$ cat src/cau_pkg.sv
// Shared types, constants and saturation helpers for the complex arithmetic unit.
`default_nettype none
package cau_pkg;

  localparam int W  = 32;
  localparam int F  = 24;
  localparam int EW = 16;
  localparam int PW = 2 * W;
  localparam int AW = PW + 2;
  localparam int CW = $clog2(W);

  localparam logic [2:0] OP_ADD   = 3'd0;
  localparam logic [2:0] OP_SUB   = 3'd1;
  localparam logic [2:0] OP_MUL   = 3'd2;
  localparam logic [2:0] OP_DIV   = 3'd3;
  localparam logic [2:0] OP_POW   = 3'd4;
  localparam logic [2:0] OP_MODSQ = 3'd5;
  localparam logic [2:0] OP_MOD   = 3'd6;

  localparam logic [1:0] ST_OK  = 2'd0;
  localparam logic [1:0] ST_SAT = 2'd1;
  localparam logic [1:0] ST_DZ  = 2'd2;

  localparam logic signed [W-1:0] MAX_V = {1'b0, {(W-1){1'b1}}};
  localparam logic signed [W-1:0] MIN_V = {1'b1, {(W-1){1'b0}}};
  localparam logic signed [W-1:0] ONE_V = W'(1) << F;
  localparam logic signed [AW-1:0] HALF_V = AW'(1) << (F - 1);

  typedef struct packed {
    logic [2:0]          opcode;
    logic signed [W-1:0] a_re;
    logic signed [W-1:0] a_im;
    logic signed [W-1:0] b_re;
    logic signed [W-1:0] b_im;
    logic [EW-1:0]       exponent;
  } in_t;

  typedef struct packed {
    logic signed [W-1:0] res_re;
    logic signed [W-1:0] res_im;
    logic [1:0]          status;
  } out_t;

  typedef enum logic [3:0] {
    M_AR_BR, M_AI_BI, M_AR_BI, M_AI_BR,
    M_PR_AR, M_PI_AI, M_PR_AI, M_PI_AR,
    M_AR_AR, M_AI_AI, M_BR_BR, M_BI_BI
  } msel_t;

  typedef enum logic [1:0] {ACC_NONE, ACC_LOAD, ACC_ADD, ACC_SUB} acc_op_t;

  typedef struct packed {
    logic    load;
    logic    mul_en;
    msel_t   msel;
    acc_op_t acc_op;
    logic    save_re;
    logic    save_im;
    logic    addsub;
    logic    sub;
    logic    pow_upd;
    logic    den_save;
    logic    set_dz;
    logic    div_init;
    logic    div_step;
    logic    div_save;
    logic    div_im;
    logic    sqrt_init;
    logic    sqrt_step;
    logic    sqrt_save;
    logic    out_load;
  } cmd_t;

  typedef struct packed {
    logic den_zero;
  } stat_t;

  typedef struct packed {
    logic                ovf;
    logic signed [W-1:0] val;
  } sat_t;

  function automatic sat_t sat_wide(input logic signed [AW-1:0] x);
    sat_t r;
    logic ok;
    ok = (&x[AW-1:W-1]) || !(|x[AW-1:W-1]);
    r.ovf = !ok;
    r.val = ok ? x[W-1:0] : (x[AW-1] ? MIN_V : MAX_V);
    return r;
  endfunction

  // Round to nearest, ties upward, then drop the fraction bits and saturate.
  function automatic sat_t sat_rnd(input logic signed [AW-1:0] x);
    logic signed [AW-1:0] t;
    t = (x + HALF_V) >>> F;
    return sat_wide(t);
  endfunction

endpackage
`default_nettype wire

$ cat src/cau_datapath.sv
// Datapath: operand registers, shared multiplier, accumulator and divide/root iteration.
`default_nettype none
module cau_datapath (
  input  wire logic          clk,
  input  wire cau_pkg::in_t  in_data,
  input  wire cau_pkg::cmd_t cmd,
  output cau_pkg::stat_t     stat,
  output cau_pkg::out_t      out_data
);

  localparam int W  = cau_pkg::W;
  localparam int F  = cau_pkg::F;
  localparam int PW = cau_pkg::PW;
  localparam int AW = cau_pkg::AW;

  logic signed [W-1:0]  a_re_r, a_im_r, b_re_r, b_im_r, p_re_r, p_im_r;
  logic signed [W-1:0]  res_re_r, res_im_r;
  logic [1:0]           st_r;
  logic signed [PW-1:0] prod_r;
  logic signed [AW-1:0] acc_r;
  logic [PW-1:0]        den_r, rem_r, sh_r;
  logic [W-1:0]         q_r;
  logic                 neg_r, povf_r;
  cau_pkg::out_t        out_r;

  logic signed [W-1:0]  mx, my;
  logic signed [AW-1:0] pext;
  logic [PW-1:0]        mag;
  logic [PW:0]          dr2;
  logic                 dge;
  logic [PW-1:0]        sr2, trial;
  logic                 sge;
  cau_pkg::sat_t        s_rnd, s_re, s_im, s_div, s_sqrt;

  always_comb begin
    case (cmd.msel)
      cau_pkg::M_AR_BR: begin mx = a_re_r; my = b_re_r; end
      cau_pkg::M_AI_BI: begin mx = a_im_r; my = b_im_r; end
      cau_pkg::M_AR_BI: begin mx = a_re_r; my = b_im_r; end
      cau_pkg::M_AI_BR: begin mx = a_im_r; my = b_re_r; end
      cau_pkg::M_PR_AR: begin mx = p_re_r; my = a_re_r; end
      cau_pkg::M_PI_AI: begin mx = p_im_r; my = a_im_r; end
      cau_pkg::M_PR_AI: begin mx = p_re_r; my = a_im_r; end
      cau_pkg::M_PI_AR: begin mx = p_im_r; my = a_re_r; end
      cau_pkg::M_AR_AR: begin mx = a_re_r; my = a_re_r; end
      cau_pkg::M_AI_AI: begin mx = a_im_r; my = a_im_r; end
      cau_pkg::M_BR_BR: begin mx = b_re_r; my = b_re_r; end
      cau_pkg::M_BI_BI: begin mx = b_im_r; my = b_im_r; end
      default:          begin mx = a_re_r; my = b_re_r; end
    endcase
  end

  assign pext  = AW'(prod_r);
  assign s_rnd = cau_pkg::sat_rnd(acc_r);
  assign s_re  = cau_pkg::sat_wide(cmd.sub ? AW'(a_re_r) - AW'(b_re_r)
                                           : AW'(a_re_r) + AW'(b_re_r));
  assign s_im  = cau_pkg::sat_wide(cmd.sub ? AW'(a_im_r) - AW'(b_im_r)
                                           : AW'(a_im_r) + AW'(b_im_r));
  assign mag   = acc_r[AW-1] ? PW'(-acc_r) : PW'(acc_r);

  // Restoring division step: one quotient bit per cycle.
  assign dr2 = {rem_r, sh_r[W-1]};
  assign dge = dr2 >= {1'b0, den_r};

  // Digit-by-digit square root: two radicand bits per cycle.
  assign sr2   = {rem_r[PW-3:0], sh_r[PW-1:PW-2]};
  assign trial = PW'({q_r, 2'b01});
  assign sge   = sr2 >= trial;

  always_comb begin
    if (!neg_r) begin
      s_div.ovf = povf_r || q_r[W-1];
      s_div.val = s_div.ovf ? cau_pkg::MAX_V : q_r;
    end else begin
      s_div.ovf = povf_r || (q_r > cau_pkg::MIN_V);
      s_div.val = s_div.ovf ? cau_pkg::MIN_V : W'(-q_r);
    end
    s_sqrt.ovf = q_r[W-1];
    s_sqrt.val = q_r[W-1] ? cau_pkg::MAX_V : q_r;
  end

  always_ff @(posedge clk) begin
    if (cmd.load) begin
      a_re_r   <= in_data.a_re;
      a_im_r   <= in_data.a_im;
      b_re_r   <= in_data.b_re;
      b_im_r   <= in_data.b_im;
      p_re_r   <= cau_pkg::ONE_V;
      p_im_r   <= '0;
      res_re_r <= (in_data.opcode == cau_pkg::OP_POW) ? cau_pkg::ONE_V : '0;
      res_im_r <= '0;
      st_r     <= cau_pkg::ST_OK;
    end
    if (cmd.mul_en) begin
      prod_r <= PW'(mx) * PW'(my);
    end
    case (cmd.acc_op)
      cau_pkg::ACC_LOAD: acc_r <= pext;
      cau_pkg::ACC_ADD:  acc_r <= acc_r + pext;
      cau_pkg::ACC_SUB:  acc_r <= acc_r - pext;
      default:           acc_r <= acc_r;
    endcase
    if (cmd.save_re) begin
      res_re_r <= s_rnd.val;
      st_r     <= st_r | {1'b0, s_rnd.ovf};
    end
    if (cmd.save_im) begin
      res_im_r <= s_rnd.val;
      st_r     <= st_r | {1'b0, s_rnd.ovf};
    end
    if (cmd.addsub) begin
      res_re_r <= s_re.val;
      res_im_r <= s_im.val;
      st_r     <= st_r | {1'b0, s_re.ovf | s_im.ovf};
    end
    if (cmd.pow_upd) begin
      p_re_r <= res_re_r;
      p_im_r <= res_im_r;
    end
    if (cmd.den_save) begin
      den_r <= acc_r[PW-1:0];
    end
    if (cmd.set_dz) begin
      res_re_r <= '0;
      res_im_r <= '0;
      st_r     <= cau_pkg::ST_DZ;
    end
    if (cmd.div_init) begin
      neg_r  <= acc_r[AW-1];
      povf_r <= (mag >> (W - F)) >= den_r;
      rem_r  <= mag >> (W - F);
      sh_r   <= PW'({mag[W-F-1:0], {F{1'b0}}});
      q_r    <= '0;
    end
    if (cmd.div_step) begin
      rem_r <= dge ? PW'(dr2 - {1'b0, den_r}) : PW'(dr2);
      q_r   <= {q_r[W-2:0], dge};
      sh_r  <= sh_r << 1;
    end
    if (cmd.div_save) begin
      if (cmd.div_im) begin
        res_im_r <= s_div.val;
      end else begin
        res_re_r <= s_div.val;
      end
      st_r <= st_r | {1'b0, s_div.ovf};
    end
    if (cmd.sqrt_init) begin
      sh_r  <= acc_r[PW-1:0];
      rem_r <= '0;
      q_r   <= '0;
    end
    if (cmd.sqrt_step) begin
      rem_r <= sge ? sr2 - trial : sr2;
      q_r   <= {q_r[W-2:0], sge};
      sh_r  <= sh_r << 2;
    end
    if (cmd.sqrt_save) begin
      res_re_r <= s_sqrt.val;
      st_r     <= st_r | {1'b0, s_sqrt.ovf};
    end
    if (cmd.out_load) begin
      out_r.res_re <= res_re_r;
      out_r.res_im <= res_im_r;
      out_r.status <= st_r;
    end
  end

  assign stat.den_zero = (den_r == '0);
  assign out_data      = out_r;

endmodule
`default_nettype wire

$ cat config.mk
export PLATFORM = sky130hd
export DESIGN_NAME = cau_datapath
export DESIGN_NICKNAME = d
export VERILOG_FILES = /design/src/cau_pkg.sv /design/src/cau_datapath.sv
export SDC_FILE = /design/constraint.sdc
export NUM_CORES = 2
export LEC_CHECK = 0
export BUFFER_PORTS_ARGS = -buffer_cell sky130_fd_sc_hd__buf_4
export CAP_MARGIN = 20
export CORE_MARGIN = 4
export CORE_UTILIZATION = 50
export CTS_BUF_LIST = sky130_fd_sc_hd__clkbuf_16
export CTS_CLUSTER_DIAMETER = 30
export CTS_CLUSTER_SIZE = 30
export DETAILED_ROUTE_END_ITERATION = 6
export PLACE_DENSITY_LB_ADDON = 0.25
export RECOVER_POWER = 100
export SETUP_SLACK_MARGIN = 0.02
export SLEW_MARGIN = 15
export SYNTH_ARGS = -nofsm -noshare
export SYNTH_HDL_FRONTEND = slang
export SYNTH_SLANG_ARGS = --single-unit
$ cat constraint.sdc
create_clock -name clk -period 30.1 [get_ports clk]
set_input_delay 3.01 -clock clk [delete_from_list [all_inputs] [get_ports clk]]
set_output_delay 3.01 -clock clk [all_outputs]
set_load 0.02 [all_outputs]
* Yosys cells after proc, flatten, opt, wreduce, memory -nomap -nowiden
Cells that the tools add are included.
** Word-level totals
- Word-level logic and storage cells :: 141
- Flip-flop bits (word level) :: 680
** Operators by class
- Add/sub/neg operators :: 11
- Order comparisons :: 4
- Bitwise operators :: 5
- Multiplexer cells :: 55
- Eq/ne operators :: 15
- Multiply operators :: 1
- Reductions and logical operators :: 29
** Operators by type and width (count)
- two-way mux 32 bit :: 29
- two-way mux 64 bit :: 11
- case mux 66 bit (3 select lines) :: 1
- case mux 32 bit (5 select lines) :: 1
- two-way mux 66 bit :: 2
- case mux 32 bit (3 select lines) :: 1
- AND reduction 35 bit :: 2
- OR reduction 35 bit :: 2
- adder 32 x 32 -> 33 bit :: 2
- adder 66 x 25 -> 66 bit, second input constant :: 1
- adder 66 x 64 -> 66 bit :: 1
- subtractor 32 x 32 -> 33 bit :: 2
- subtractor 66 x 64 -> 66 bit :: 1
- >= comparator 65 x 64 -> 1 bit :: 1
- >= comparator 56 x 64 -> 1 bit :: 1
- >= comparator 64 x 34 -> 1 bit :: 1
- logical NOT 64 bit :: 1
- multiplier 32 x 32 -> 64 bit :: 1
- negation 64 bit :: 1
- subtractor 64 x 34 -> 64 bit :: 1
- subtractor 64 bit :: 1
- two-way mux 33 bit :: 1
- greater-than comparator 32 bit, second input constant :: 1
- negation 32 bit :: 1
- other kinds (22) :: 53

* Longest topological paths before layout
- Word-level depth :: 12
- Gate-level depth with buffers :: 38
- Gate-level depth less buffers :: 33

* Worst setup path before layout
OpenSTA, ideal clock, no wires.
- Path kind :: input to register
- From :: input port cmd[17] (netlist bit)
- To :: register prod_r[57], data pin
- Stages on the path :: 35
- Setup time :: 0.275 ns
- Path buffers :: 4
- Data arrival time :: 11.759 ns
- Setup slack :: 18.067 ns
- Cells stage by stage :: clkbuf_1 -> inv_1 -> a211oi_1 -> clkbuf_1 -> a222oi_1 -> nand3_1 -> o21a_1 -> clkbuf_1 -> clkbuf_1 -> nand2_1 -> fa_1 -> inv_1 -> fa_1 -> fa_1 -> inv_1 -> fa_1 -> inv_1 -> fa_1 -> fa_1 -> fa_1 -> inv_1 -> fa_1 -> inv_1 -> ha_1 -> a21o_1 -> a21o_1 -> a21o_1 -> a31o_2 -> a221oi_1 -> o21ai_0 -> o21bai_1 -> a211o_1 -> a21o_1 -> a2111oi_0 -> a311oi_1
** Between the ends
- Word-level cells in the longest chain between the ends :: 4
** RTL lines
- start, declared :: line cau_datapath.sv:6 : input wire cau_pkg::cmd_t cmd,
- == test 4 bit, or another cell as far along :: line cau_datapath.sv:36 : case (cmd.msel)
- OR reduction 3 bit (no source line) / OR reduction 2 bit (equally long branches)
- case mux 32 bit (5 select lines) / case mux 32 bit (3 select lines) (equally long branches) :: line cau_datapath.sv:36
- multiplier 32 x 32 -> 64 bit (*) :: line cau_datapath.sv:95 : prod_r <= PW'(mx) * PW'(my);
- end signal, assigned :: line cau_datapath.sv:95
- end, declared :: line cau_datapath.sv:19 : logic signed [PW-1:0] prod_r;
Every way passes the cells marked *; elsewhere a longest branch is shown, timed or not.
A chain may end at the register's enable or synchronous reset.

* Worst setup path after layout
- From :: input port cmd[18] (netlist bit)
- To :: register prod_r[48], data pin
The elaborated chain is that of the path after synthesis.

==> impl_metrics.tcl <==
set metrics [dict create \
    cp.arrival_ns 15.93 \
    post_synth_instance_area_sq_mm 0.0844 \
    grt_max_degree 96 \
    dieArea_sq_mm 0.175 \
    yosys_warnings 0 \
    vias_per_cell 6.25 \
    placedInstanceArea_sq_mm 0.0887 \
    yosysSeqAreaShare 0.234 \
    max_freq_ghz 0.0648 \
    synth-edff-count 614 \
    fin_worst_hold_slack_ns 0.419 \
    worst_slew_pin_slew_ns 4.70 \
    finalHoldViolations 0 \
    core_region_area_sq_mm 0.168 \
    portBuffers 221 \
    worst_clock_skew_ns 0.0616 \
    post-dp-hpwl_um 246000 \
    max_slew_margin -2.13 \
    critPathMaxStageDelay_ns 1.52 \
    io-pin-count 238 \
    vias_in_the_first_global_route 72800 \
    count_of_mapped_cells_out_of_synthesis 9207 \
    layout-area-overhead-vs-synth_pct 10.9 \
    timing.critical_path.max_delay_family "adder cells" \
    gr-total-overflow 0 \
    cp.required_ns 30.59 \
    clock_tree.htree_level_count 4 \
    grt_first_pass_wirelength_um 465000 \
    ys_seq_elements 680 \
    timing.critical_path.slowest_stage_cell "clkbuf_1" \
    holdCritPathClass "flop to flop" \
    cap_viol_max_count 20 \
    drt_first_pass_iters 7 \
    chipHeight_um 419 \
    clock_tree_from_tritoncts "done" \
    most-common-layout-cells "inv_1 (1182), fa_1 (1086), nand2_1 (950)" \
    detail-route-antenna-nets 0 \
    cp_num_buf_inv 5 \
    clock_tree.buffer_depth 3 \
    placementRows 150 \
    cts_made_buffers 165 \
    hold_buffers 0 \
    finish.instance_area_sq_mm 0.0937 \
    fin_nets 11000 \
    crit_fanout 49 \
    netlist-cell-type-count 93 \
    vias 72800 \
    unrepaired_setup_endpoints_after_global_routing "no" \
    die_x_um 419 \
    cts_repair_resize_count 0 \
    worstSetupStartpointType "input pin" \
    clock_insertion_delay_worst_skew_ns 0.83 \
    setup-tns-final_ns 0 \
    floorplan.initialDensity 0.504 \
    clock_sinks 680 \
    final_layout_size_suffix_gt1_frac 0.0682 \
    drv_slew 1188 \
    grtUsageTotal 0.357 \
    drt_drc 65 \
    critical_path_class "input pin to flop" \
    period_share 0.513 \
    crit_path_end_kind "flop" \
    violated_checks "DRC, capacitance limit, slew limit" \
    final_period_minus_worst_setup_slack_ns 15.44 \
    global_placement_routability_congestion 1.02 \
    commonest_non_fill_non_tap_cell_in_the_layout "inv_1" \
    detail_route.wirelength_um 316000 \
    synth_fp_nets 10900 \
    asyncSetResetFlopFracSynth 0 \
    wl_per_cell_um 27.1 \
    post-cts-setup-buffers 0 \
    drt-initial-drc-count 8369 \
    setup_violations 0 \
    filler_cell_count 15100 \
    antenna_found_initial 14 \
    cts-root-buf "clkbuf_16" \
    clkSlewWorstSetupHoldPaths_ns 0.04 \
    synth.avg_cell_area_sq_um 9.17 \
    synth_top_flop_cell "edfxtp_1" \
    cpMostUsedCell "fa_1" \
    result_of_the_run "finished, violations left" \
]
==> path summary, 6_finish.rpt <==
check	depth (start not counted)	slack, ns	to	startpoint
hold / removal	0	0.42	out_data[1]$_DFFE_PP_	st_r[1]$_DFFE_PP_
setup / recovery	28	14.66	prod_r[48]$_DFFE_PP_	cmd[18]
setup reg to reg	24	18.77	prod_r[48]$_DFFE_PP_	b_re_r[0]$_DFFE_PP_
hold reg to reg	0	0.42	out_data[1]$_DFFE_PP_	st_r[1]$_DFFE_PP_
==> synth_stat cells, types with 110 or more instances <==
| cell type | n | share of area |
|---|---|---|
| inv_1 | 1158 | 0.051 |
| fa_1 | 1086 | 0.26 |
| nand2_1 | 950 | 0.042 |
| nor2_1 | 915 | 0.041 |
| edfxtp_1 | 614 | 0.22 |
| a21oi_1 | 477 | 0.028 |
| ha_1 | 474 | 0.070 |
| clkbuf_1 | 459 | 0.020 |
| o21ai_0 | 436 | 0.026 |
| xnor2_1 | 334 | 0.035 |
| xor2_1 | 183 | 0.019 |
| a21o_1 | 180 | 0.016 |
| nand3_1 | 140 | 0.0083 |
| a22oi_1 | 119 | 0.011 |
| and2_1 | 110 | 0.0082 |
==> cell families (layout without fill, tap and decap cells) <==
| family | count (synthesis) | in the layout | synth area share |
|---|---|---|---|
| and+or+nand+nor | 2724 | 2724 | 0.145 |
| AOI/OAI and AO/OA | 1977 | 1977 | 0.154 |
| buffers and inverters | 1654 | 1879 | 0.0736 |
| adders and majority gates | 1565 | 1565 | 0.328 |
| DFF | 680 | 680 | 0.234 |
| xor gates and xnor gates | 517 | 517 | 0.0536 |
| muxes | 90 | 90 | 0.0115 |
| other | 0 | 5 | 0 |
==> per-stage QoR <==
stage / util / instances / setup WS (ns)
2_1_floorplan: - / 9207 / 18.07
3_3_place_gp: 0.529 / 11300 / 16.20
3_5_place_dp: 0.529 / 11300 / 16.22
4_1_cts: 0.563 / 11600 / 17.04
5_1_grt: 0.559 / 11600 / 14.46
6_report: 0.559 / 11600 / 14.66
==> worst register-to-register path, cell delays in order, from the launching register on <==
cell and delay (ns):
edfxtp_1 0.50, a222oi_1 0.47, a21boi_0 0.90, clkbuf_1 1.52
nor2_1 0.15, ha_1 0.38, inv_1 0.06, fa_1 0.58
fa_1 0.47, fa_1 0.55, inv_1 0.06, fa_1 0.48
fa_1 0.61, fa_1 0.44, fa_1 0.44, ha_1 0.46
nand4_1 0.20, nor2_1 0.22, nor4bb_1 0.88, o21ai_0 0.40
nand3_1 0.21, a31oi_1 0.16, o21bai_1 0.16, a21oi_1 0.09
xnor2_1 0.64
==> cell type report <==
type | count | area (sq um) | area share
antenna | 5 | 12.5 | 0.000134
tap | 2204 | 2760 | 0.0294
inverter | 1159 | 4350 | 0.0464
clock inverter | 139 | 1390 | 0.0149
timing repair buffer | 412 | 2450 | 0.0262
sequential | 680 | 19800 | 0.211
clock buffer | 169 | 4230 | 0.0452
multi-input combinational | 6873 | 58700 | 0.627
==> routing by layer <==
layer  up-vias  part of all wire  GRT usage  wire [um]
li1      31400                 -          -          -
met4         8             0.069      0.207      21800
met2      4127              0.45      0.550     141000
met1     36200              0.37      0.454     118000
met5         -           0.00016    0.00250         51
met3       984              0.11     0.0935      35100
==> flip-flops by register name, indices dropped and copies added (netlist names), 64 cells and up <==
register and flops:
den_r 64, rem_r 64, out_data 66, prod_r 64, sh_r 64, acc_r 66
Power is not shown: default switching activity piles up to over one toggle a cycle in this logic, so the estimate is an artifact.
