===== src/cau_pkg.sv =====
// Shared types, constants and saturation helpers for the complex arithmetic unit.
`default_nettype none
package cau_pkg;

  localparam int W  = 32;
  localparam int F  = 24;
  localparam int EW = 16;
  localparam int PW = 2 * W;
  localparam int AW = PW + 2;
  localparam int CW = $clog2(W);

  localparam logic [2:0] OP_ADD   = 3'd0;
  localparam logic [2:0] OP_SUB   = 3'd1;
  localparam logic [2:0] OP_MUL   = 3'd2;
  localparam logic [2:0] OP_DIV   = 3'd3;
  localparam logic [2:0] OP_POW   = 3'd4;
  localparam logic [2:0] OP_MODSQ = 3'd5;
  localparam logic [2:0] OP_MOD   = 3'd6;

  localparam logic [1:0] ST_OK  = 2'd0;
  localparam logic [1:0] ST_SAT = 2'd1;
  localparam logic [1:0] ST_DZ  = 2'd2;

  localparam logic signed [W-1:0] MAX_V = {1'b0, {(W-1){1'b1}}};
  localparam logic signed [W-1:0] MIN_V = {1'b1, {(W-1){1'b0}}};
  localparam logic signed [W-1:0] ONE_V = W'(1) << F;
  localparam logic signed [AW-1:0] HALF_V = AW'(1) << (F - 1);

  typedef struct packed {
    logic [2:0]          opcode;
    logic signed [W-1:0] a_re;
    logic signed [W-1:0] a_im;
    logic signed [W-1:0] b_re;
    logic signed [W-1:0] b_im;
    logic [EW-1:0]       exponent;
  } in_t;

  typedef struct packed {
    logic signed [W-1:0] res_re;
    logic signed [W-1:0] res_im;
    logic [1:0]          status;
  } out_t;

  typedef enum logic [3:0] {
    M_AR_BR, M_AI_BI, M_AR_BI, M_AI_BR,
    M_PR_AR, M_PI_AI, M_PR_AI, M_PI_AR,
    M_AR_AR, M_AI_AI, M_BR_BR, M_BI_BI
  } msel_t;

  typedef enum logic [1:0] {ACC_NONE, ACC_LOAD, ACC_ADD, ACC_SUB} acc_op_t;

  typedef struct packed {
    logic    load;
    logic    mul_en;
    msel_t   msel;
    acc_op_t acc_op;
    logic    save_re;
    logic    save_im;
    logic    addsub;
    logic    sub;
    logic    pow_upd;
    logic    den_save;
    logic    set_dz;
    logic    div_init;
    logic    div_step;
    logic    div_save;
    logic    div_im;
    logic    sqrt_init;
    logic    sqrt_step;
    logic    sqrt_save;
    logic    out_load;
  } cmd_t;

  typedef struct packed {
    logic den_zero;
  } stat_t;

  typedef struct packed {
    logic                ovf;
    logic signed [W-1:0] val;
  } sat_t;

  function automatic sat_t sat_wide(input logic signed [AW-1:0] x);
    sat_t r;
    logic ok;
    ok = (&x[AW-1:W-1]) || !(|x[AW-1:W-1]);
    r.ovf = !ok;
    r.val = ok ? x[W-1:0] : (x[AW-1] ? MIN_V : MAX_V);
    return r;
  endfunction

  // Round to nearest, ties upward, then drop the fraction bits and saturate.
  function automatic sat_t sat_rnd(input logic signed [AW-1:0] x);
    logic signed [AW-1:0] t;
    t = (x + HALF_V) >>> F;
    return sat_wide(t);
  endfunction

endpackage
`default_nettype wire


===== src/cau_ctrl.sv =====
// Controller: sequences products, divide and root iterations, and the output handshake.
`default_nettype none
module cau_ctrl (
  input  wire logic           clk,
  input  wire logic           rst_n,
  input  wire logic           in_valid,
  input  wire cau_pkg::in_t   in_data,
  input  wire logic           out_ready,
  input  wire cau_pkg::stat_t stat,
  output logic                in_ready,
  output logic                out_valid,
  output cau_pkg::cmd_t       cmd
);

  localparam int W  = cau_pkg::W;
  localparam int EW = cau_pkg::EW;
  localparam int CW = cau_pkg::CW;

  typedef enum logic [3:0] {
    S_IDLE, S_ADD, S_M1, S_M2, S_ACC, S_ACT, S_DZ, S_ITER, S_ISAVE, S_POW, S_OUT
  } state_t;

  typedef enum logic [2:0] {A_RE, A_IM, A_DEN, A_DIV, A_SQRT} act_t;

  state_t         state_r, state_nxt;
  logic [2:0]     op_r, op_nxt;
  logic [1:0]     job_r, job_nxt;
  logic [EW-1:0]  cnt_r, cnt_nxt;
  logic [CW-1:0]  it_r, it_nxt;
  logic           out_valid_r, out_valid_nxt;

  cau_pkg::msel_t p1, p2;
  logic           jsub;
  act_t           act;

  // Each job forms acc = p1 +/- p2 and then acts on it.
  always_comb begin
    p1 = cau_pkg::M_AR_AR; p2 = cau_pkg::M_AI_AI; jsub = 1'b0; act = A_RE;
    case (op_r)
      cau_pkg::OP_MUL: begin
        if (job_r == 2'd0) begin
          p1 = cau_pkg::M_AR_BR; p2 = cau_pkg::M_AI_BI; jsub = 1'b1; act = A_RE;
        end else begin
          p1 = cau_pkg::M_AR_BI; p2 = cau_pkg::M_AI_BR; act = A_IM;
        end
      end
      cau_pkg::OP_POW: begin
        if (job_r == 2'd0) begin
          p1 = cau_pkg::M_PR_AR; p2 = cau_pkg::M_PI_AI; jsub = 1'b1; act = A_RE;
        end else begin
          p1 = cau_pkg::M_PR_AI; p2 = cau_pkg::M_PI_AR; act = A_IM;
        end
      end
      cau_pkg::OP_MOD: act = A_SQRT;
      cau_pkg::OP_DIV: begin
        case (job_r)
          2'd0: begin p1 = cau_pkg::M_BR_BR; p2 = cau_pkg::M_BI_BI; act = A_DEN; end
          2'd1: begin p1 = cau_pkg::M_AR_BR; p2 = cau_pkg::M_AI_BI; act = A_DIV; end
          default: begin
            p1 = cau_pkg::M_AI_BR; p2 = cau_pkg::M_AR_BI; jsub = 1'b1; act = A_DIV;
          end
        endcase
      end
      default: act = A_RE;
    endcase
  end

  always_comb begin
    state_nxt     = state_r;
    op_nxt        = op_r;
    job_nxt       = job_r;
    cnt_nxt       = cnt_r;
    it_nxt        = it_r;
    out_valid_nxt = out_valid_r;
    cmd           = '0;
    cmd.msel      = p1;
    cmd.acc_op    = cau_pkg::ACC_NONE;
    if (out_valid_r && out_ready) begin
      out_valid_nxt = 1'b0;
    end
    case (state_r)
      S_IDLE: begin
        if (in_valid) begin
          cmd.load = 1'b1;
          op_nxt   = in_data.opcode;
          cnt_nxt  = in_data.exponent;
          job_nxt  = 2'd0;
          case (in_data.opcode)
            cau_pkg::OP_ADD, cau_pkg::OP_SUB: state_nxt = S_ADD;
            cau_pkg::OP_POW: state_nxt = (in_data.exponent == '0) ? S_OUT : S_M1;
            cau_pkg::OP_MUL, cau_pkg::OP_DIV, cau_pkg::OP_MODSQ, cau_pkg::OP_MOD:
              state_nxt = S_M1;
            default: state_nxt = S_OUT;
          endcase
        end
      end
      S_ADD: begin
        cmd.addsub = 1'b1;
        cmd.sub    = (op_r == cau_pkg::OP_SUB);
        state_nxt  = S_OUT;
      end
      S_M1: begin
        cmd.mul_en = 1'b1;
        state_nxt  = S_M2;
      end
      S_M2: begin
        cmd.mul_en = 1'b1;
        cmd.msel   = p2;
        cmd.acc_op = cau_pkg::ACC_LOAD;
        state_nxt  = S_ACC;
      end
      S_ACC: begin
        cmd.acc_op = jsub ? cau_pkg::ACC_SUB : cau_pkg::ACC_ADD;
        state_nxt  = S_ACT;
      end
      S_ACT: begin
        it_nxt = '0;
        case (act)
          A_RE: begin
            cmd.save_re = 1'b1;
            if (op_r == cau_pkg::OP_MODSQ) begin
              state_nxt = S_OUT;
            end else begin
              job_nxt   = 2'd1;
              state_nxt = S_M1;
            end
          end
          A_IM: begin
            cmd.save_im = 1'b1;
            state_nxt   = (op_r == cau_pkg::OP_POW) ? S_POW : S_OUT;
          end
          A_DEN: begin
            cmd.den_save = 1'b1;
            state_nxt    = S_DZ;
          end
          A_DIV: begin
            cmd.div_init = 1'b1;
            state_nxt    = S_ITER;
          end
          default: begin
            cmd.sqrt_init = 1'b1;
            state_nxt     = S_ITER;
          end
        endcase
      end
      S_DZ: begin
        if (stat.den_zero) begin
          cmd.set_dz = 1'b1;
          state_nxt  = S_OUT;
        end else begin
          job_nxt   = 2'd1;
          state_nxt = S_M1;
        end
      end
      S_ITER: begin
        if (op_r == cau_pkg::OP_DIV) begin
          cmd.div_step = 1'b1;
        end else begin
          cmd.sqrt_step = 1'b1;
        end
        it_nxt = it_r + 1'b1;
        if (it_r == CW'(W - 1)) begin
          state_nxt = S_ISAVE;
        end
      end
      S_ISAVE: begin
        if (op_r == cau_pkg::OP_DIV) begin
          cmd.div_save = 1'b1;
          cmd.div_im   = (job_r == 2'd2);
          if (job_r == 2'd1) begin
            job_nxt   = 2'd2;
            state_nxt = S_M1;
          end else begin
            state_nxt = S_OUT;
          end
        end else begin
          cmd.sqrt_save = 1'b1;
          state_nxt     = S_OUT;
        end
      end
      S_POW: begin
        cmd.pow_upd = 1'b1;
        cnt_nxt     = cnt_r - 1'b1;
        job_nxt     = 2'd0;
        state_nxt   = (cnt_r == EW'(1)) ? S_OUT : S_M1;
      end
      S_OUT: begin
        if (!out_valid_r || out_ready) begin
          cmd.out_load  = 1'b1;
          out_valid_nxt = 1'b1;
          state_nxt     = S_IDLE;
        end
      end
      default: state_nxt = S_IDLE;
    endcase
  end

  always_ff @(posedge clk) begin
    if (!rst_n) begin
      state_r     <= S_IDLE;
      op_r        <= '0;
      job_r       <= '0;
      cnt_r       <= '0;
      it_r        <= '0;
      out_valid_r <= 1'b0;
    end else begin
      state_r     <= state_nxt;
      op_r        <= op_nxt;
      job_r       <= job_nxt;
      cnt_r       <= cnt_nxt;
      it_r        <= it_nxt;
      out_valid_r <= out_valid_nxt;
    end
  end

  assign in_ready  = (state_r == S_IDLE);
  assign out_valid = out_valid_r;

endmodule
`default_nettype wire


===== config.mk =====
export PLATFORM = sky130hd
export DESIGN_NAME = cau_ctrl
export DESIGN_NICKNAME = d
export VERILOG_FILES = /design/src/cau_pkg.sv /design/src/cau_ctrl.sv
export SDC_FILE = /design/constraint.sdc
export NUM_CORES = 1
export LEC_CHECK = 0
export BUFFER_PORTS_ARGS = -buffer_cell sky130_fd_sc_hd__buf_2
export CORE_ASPECT_RATIO = 1.5
export CORE_UTILIZATION = 30
export CTS_BUF_LIST = sky130_fd_sc_hd__clkbuf_4 sky130_fd_sc_hd__clkbuf_8
export CTS_CLUSTER_SIZE = 10
export DETAILED_ROUTE_END_ITERATION = 6
export GPL_ROUTABILITY_DRIVEN = 0
export PLACE_DENSITY = 0.65
export SETUP_SLACK_MARGIN = 0.5
export SLEW_MARGIN = 20
export SYNTH_ARGS = -nofsm -noshare
export SYNTH_HDL_FRONTEND = slang
export SYNTH_SLANG_ARGS = --single-unit

===== constraint.sdc =====
create_clock -name clk -period 2.9 [get_ports clk]
set_input_delay 0.58 -clock clk [delete_from_list [all_inputs] [get_ports clk]]
set_output_delay 0.58 -clock clk [all_outputs]
set_load 0.03 [all_outputs]

# [After elaboration in Yosys (flattened, before gate mapping)]
# Cells that the tools add are included.
[totals] regBits=31 output_inout_bits=25 word_cells=134
[classes] addsub=2 n_eq_ne=37 muxes=68 reduce_logical=21
[ops] operator="$pmux 4 s3" n=4
[ops] operator="$pmux 4 s11" n=1
[ops] operator="$mux 4" n=10
[ops] operator="$pmux 16 s2" n=1
[ops] operator="$mux 2" n=15
[ops] operator="$mux 1" n=29
[ops] operator="$eq 3x2->1 const B" n=6
[ops] operator="$eq 3x3->1 const B" n=6
[ops] operator="$eq 16x1->1 const B" n=1
[ops] operator="$eq 4x3->1 const B" n=4
[ops] operator="$logic_not 16->1" n=1
[ops] operator="$mux 16" n=1
[ops] operator="$pmux 4 s2" n=2
[ops] operator="$sub 16x1->16 const B" n=1
[ops] operator="$ne 2x2->1 const B" n=7
[ops] operator="$eq 4x4->1 const B" n=3
[ops] operator="$pmux 2 s5" n=1
[ops] operator="$pmux 5 s2" n=1
[ops] operator="$eq 3x1->1 const B" n=3
[ops] operator="$pmux 3 s3" n=1
[ops] operator="$eq 4x2->1 const B" n=2
[ops] operator="$reduce_or 2->1" n=4
[ops] operator="$reduce_or 4->1" n=2
[ops] operator="$reduce_and 7->1" n=1
[ops] operator="18 further kinds" n=21

# [Depth between registers and ports, before layout]
[logic_depth] depth_word=7 depth_mapped=8

# [Worst setup path before layout]
# No wires, ideal clock.
[synth_timing] kind="flip-flop to output port" startpoint="register state_r[0]" endpoint="output port cmd[11] in the netlist's numbering" arrival_ps=2340 slack_ps=-20 path_stages_with_launch=5 n_path_buf=2 path_cell_list="dfxtp_1 -> buf_2 -> buf_1 -> nor4b_1 -> and3_1"
[synth_lines] item="start, declared" line_no="cau_ctrl.sv:25" text="state_t state_r, state_nxt;"
[synth_lines] item="start signal, assigned" line_no="cau_ctrl.sv:207" text="state_r <= state_nxt;"
[synth_lines] item="end, declared" line_no="cau_ctrl.sv:12" text="output cau_pkg::cmd_t cmd"

==> impl_metrics.prom <==
# TYPE chip_impl_metric gauge
chip_impl_info{name="outcome",value="completed"} 1
chip_impl_metric{name="relSlewSlack",unit=""} 0.491
chip_impl_metric{name="worstMarginPinSlew",unit="ns"} 0.763
chip_impl_info{name="cp-start-kind",value="flop"} 1
chip_impl_metric{name="detail_route.vias_per_cell",unit=""} 5.66
chip_impl_info{name="cp_cell_sequence",value="buf_4, nor4_4, nand2_1, inv_4, buf_2"} 1
chip_impl_metric{name="yosysWarnings",unit=""} 0
chip_impl_metric{name="p_switching",unit="µW"} 612
chip_impl_metric{name="maxCapViolations",unit=""} 0
chip_impl_metric{name="layout_min_cycle_time",unit="ns"} 2.32
chip_impl_metric{name="num_antenna_cells",unit=""} 0
chip_impl_info{name="postSynth.topFlopCell",value="dfxtp_1"} 1
chip_impl_metric{name="grt_pass1_wl",unit="µm"} 9800
chip_impl_metric{name="fin_worst_hold_slack",unit="ns"} 0.462
chip_impl_metric{name="clk_pin_slew",unit="ns"} 0.07
chip_impl_info{name="crit_family",value="buffers and inverters"} 1
chip_impl_metric{name="die_h",unit="µm"} 104
chip_impl_metric{name="global_router_s_overall_resource_usage",unit=""} 0.163
chip_impl_metric{name="synth.yosys.seq_area_share",unit=""} 0.296
chip_impl_info{name="reg2reg_launch_point",value="cnt_r[5]"} 1
chip_impl_metric{name="fp-row-count",unit=""} 37
chip_impl_metric{name="share_seq_of_total_power",unit=""} 0.385
chip_impl_metric{name="pwr_density_cell",unit="nW/µm²"} 582
chip_impl_metric{name="async_flop_share",unit=""} 0
chip_impl_metric{name="drt_pre_antenna_iters",unit=""} 4
chip_impl_metric{name="vias",unit=""} 2310
chip_impl_info{name="cts-root-buf",value="clkbuf_8"} 1
chip_impl_metric{name="grt_pass1_vias",unit=""} 2129
chip_impl_metric{name="post_cts_hold_buffer_count",unit=""} 0
chip_impl_info{name="worstSetupStartpoint",value="state_r[1]"} 1
chip_impl_metric{name="p_comb_frac",unit=""} 0.396
chip_impl_metric{name="syn-num-nets",unit=""} 440
chip_impl_metric{name="synth.cell_area",unit="µm²"} 2100
chip_impl_metric{name="overflow",unit=""} 0
chip_impl_metric{name="timing.final.hold_violations",unit=""} 0
chip_impl_metric{name="clk_sinks",unit=""} 31
chip_impl_metric{name="boundaryPins",unit=""} 177
chip_impl_metric{name="drc_errors",unit=""} 0
chip_impl_metric{name="port_buffers",unit=""} 48
chip_impl_metric{name="cts_buffer_depth",unit=""} 2
chip_impl_info{name="tritoncts",value="done"} 1
chip_impl_metric{name="detail_route.wl_per_cell",unit="µm"} 14.8
chip_impl_metric{name="postSynthCellCount",unit=""} 284
chip_impl_metric{name="crit_path_max_incr_delay",unit="ns"} 0.42
chip_impl_metric{name="timing.critical_path.arrival",unit="ns"} 1.74
chip_impl_metric{name="die_area",unit="µm²"} 7330
chip_impl_info{name="path_class",value="reg -> out"} 1
chip_impl_info{name="worst_setup_path_end_kind",value="output port"} 1
chip_impl_info{name="final_cell_mix",value="buf_2 (48), nor2_1 (31), nand2_1 (26), a21oi_1 (26), dfxtp_1 (24)"} 1
chip_impl_metric{name="finish.utilization",unit=""} 0.378
chip_impl_metric{name="power.static_leakage",unit="µW"} 0.00103
chip_impl_info{name="rsz0062_at_grt",value="false"} 1
chip_impl_metric{name="finalSetupViolCount",unit=""} 0
chip_impl_metric{name="finalMaxSlewViolations",unit=""} 0
chip_impl_metric{name="synth_enable_flop_cells",unit=""} 0
chip_impl_metric{name="wirelength",unit="µm"} 6060
chip_impl_metric{name="die_w",unit="µm"} 70.2
chip_impl_info{name="slowest_stage",value="dfxtp_4"} 1
chip_impl_metric{name="pin_count_of_the_biggest_net_entering_global_routing",unit=""} 25
chip_impl_metric{name="finalClockSkew",unit="ns"} 0.00587
chip_impl_metric{name="post_synth.cell_area_avg",unit="µm²"} 7.38
chip_impl_metric{name="numCtsBuffers",unit=""} 5
chip_impl_metric{name="htree_levels",unit=""} 2
chip_impl_metric{name="yosys_reg_bits",unit=""} 31
chip_impl_metric{name="design.final.nets",unit=""} 485
chip_impl_metric{name="synth_cell_types",unit=""} 55
chip_impl_metric{name="dpl.cell_count",unit=""} 399
chip_impl_metric{name="drive_above_1_share",unit=""} 0.264
chip_impl_metric{name="dp_hpwl",unit="µm"} 4550
chip_impl_metric{name="drt_iter0_drc",unit=""} 127
chip_impl_metric{name="cp.buffers_inverters",unit=""} 3
chip_impl_metric{name="post-route-period-util",unit=""} 0.801
chip_impl_metric{name="final_antenna_net_count",unit=""} 0
chip_impl_metric{name="timing.fmax",unit="MHz"} 431
chip_impl_metric{name="peakVddDrop",unit="V"} 0.000363
chip_impl_metric{name="final.setup.tns",unit="ns"} 0
chip_impl_info{name="min_from",value="it_r[4]"} 1
chip_impl_metric{name="worst-endpoint-required",unit="ns"} 2.32
chip_impl_metric{name="areaGrowthSynthToFinish",unit="%"} 22.9
chip_impl_metric{name="stdcell_count",unit=""} 408
chip_impl_metric{name="initial_utilization",unit=""} 0.308
chip_impl_metric{name="critical_path.max_fanout",unit=""} 20
chip_impl_metric{name="switching_share",unit=""} 0.409
chip_impl_metric{name="insertion_delay",unit="ns"} 0.28
chip_impl_metric{name="power.clock.fraction",unit=""} 0.220
chip_impl_metric{name="grt_antenna_before_repair",unit=""} 0
chip_impl_info{name="layout_commonest_cell",value="buf_2"} 1
chip_impl_metric{name="floorplan.core_area",unit="µm²"} 6810
chip_impl_metric{name="cellInternalPower",unit="µW"} 886
chip_impl_info{name="worstHoldPathType",value="reg -> reg"} 1
## power groups by stage
stage	combinational [µW]	sequential, µW	clock (µW)
floorplan	459	531	0
global placement	556	574	0
detailed placement	567	576	0
CTS	573	572	339
global route	647	587	356
finish	593	576	329
## final timing paths
kind,endpoint,slack [ns],cells after the start
worst max register to register,cnt_r[15],0.67,5
worst min register to register,it_r[4],0.46,2
worst min-delay path,it_r[4],0.46,2
worst max-delay path,cmd[22],0.58,5
## stage by stage
step / instance area, µm² / power (µW) / setup slack, ns
after detailed placement: 2440 / 1140 / 0.549
after global placement: 2440 / 1130 / 0.498
after global routing: 2570 / 1590 / 0.507
after CTS: 2550 / 1480 / 0.509
after floorplan: 2120 / 989 / 0.436
final: 2570 / 1500 / 0.578
## what timing repair did
item | in CTS | in global routing
endpoints found under the setup margin | 9 | 6
pin swaps | 0 | 1
gates resized for setup | 9 | 5
setup buffers | 0 | 1
gates cloned | 0 | 0
## layout make-up
cell class / instances / area [µm²]
timing repair buffer: 59 / 323
clock inverter: 3 / 15.0
clock buffer: 5 / 68.8
sequential: 31 / 632
fill: 706 / 4230
tap: 78 / 97.6
inverter: 8 / 32.5
multi-input combinational: 224 / 1410
## cells in the mapped netlist (3+ instances only)
| cell | n | area share |
|---|---|---|
| nand3b_1 | 3 | 0.011 |
| a21oi_1 | 26 | 0.062 |
| xnor2_1 | 4 | 0.017 |
| a221oi_1 | 4 | 0.017 |
| clkbuf_1 | 12 | 0.021 |
| nand2b_1 | 4 | 0.012 |
| and3_1 | 3 | 0.0090 |
| a211oi_1 | 3 | 0.011 |
| nor3b_1 | 3 | 0.011 |
| a31oi_1 | 6 | 0.018 |
| nor4b_1 | 3 | 0.013 |
| or4_1 | 3 | 0.011 |
| nand2_1 | 26 | 0.047 |
| o211ai_1 | 4 | 0.014 |
| dfxtp_1 | 31 | 0.30 |
| ha_1 | 4 | 0.024 |
| nor4bb_1 | 3 | 0.014 |
| nand4_1 | 4 | 0.012 |
| buf_2 | 6 | 0.014 |
| nor2_1 | 32 | 0.057 |
| nand3_1 | 5 | 0.012 |
| a32oi_1 | 4 | 0.017 |
| nor4_1 | 9 | 0.027 |
| o21ai_0 | 11 | 0.026 |
| nor2b_1 | 7 | 0.021 |
| nor3_1 | 17 | 0.041 |
| and2_1 | 5 | 0.015 |
| inv_1 | 7 | 0.013 |
## cells by family (layout without fill, tap and decap cells)
logic type               count (synthesis)  after routing  share of synthesized area
adder cells (fa/ha/maj)                  4              4                     0.0239
buffers and inverters                   29             75                     0.0561
AO/OA/AOI/OAI                           75             75                      0.232
flip-flops                              31             31                      0.296
multiplexers                             2              2                     0.0101
XOR/XNOR                                 6              6                     0.0251
AND/OR/NAND/NOR                        137            137                      0.356
## worst register-to-register path, cell delays in order (launching register included)
cell	delay (ns)
dfxtp_1	0.36
or4_4	0.61
or3_4	0.43
nor4_2	0.24
mux2_1	0.35
a21oi_1	0.15
## routing by layer
layer / part of all wire / global-route usage
met3: 0.056 / 0.0271
met5: 0 / 0
met2: 0.51 / 0.293
met1: 0.42 / 0.192
met4: 0.018 / 0.0543
## state kept, by name, summed over array words and instances (netlist names)
signal,flops
it_r,5
job_r,2
op_r,3
state_r,4
cnt_r,16
out_valid,1
Note: power is estimated with default switching activity, not from simulation.
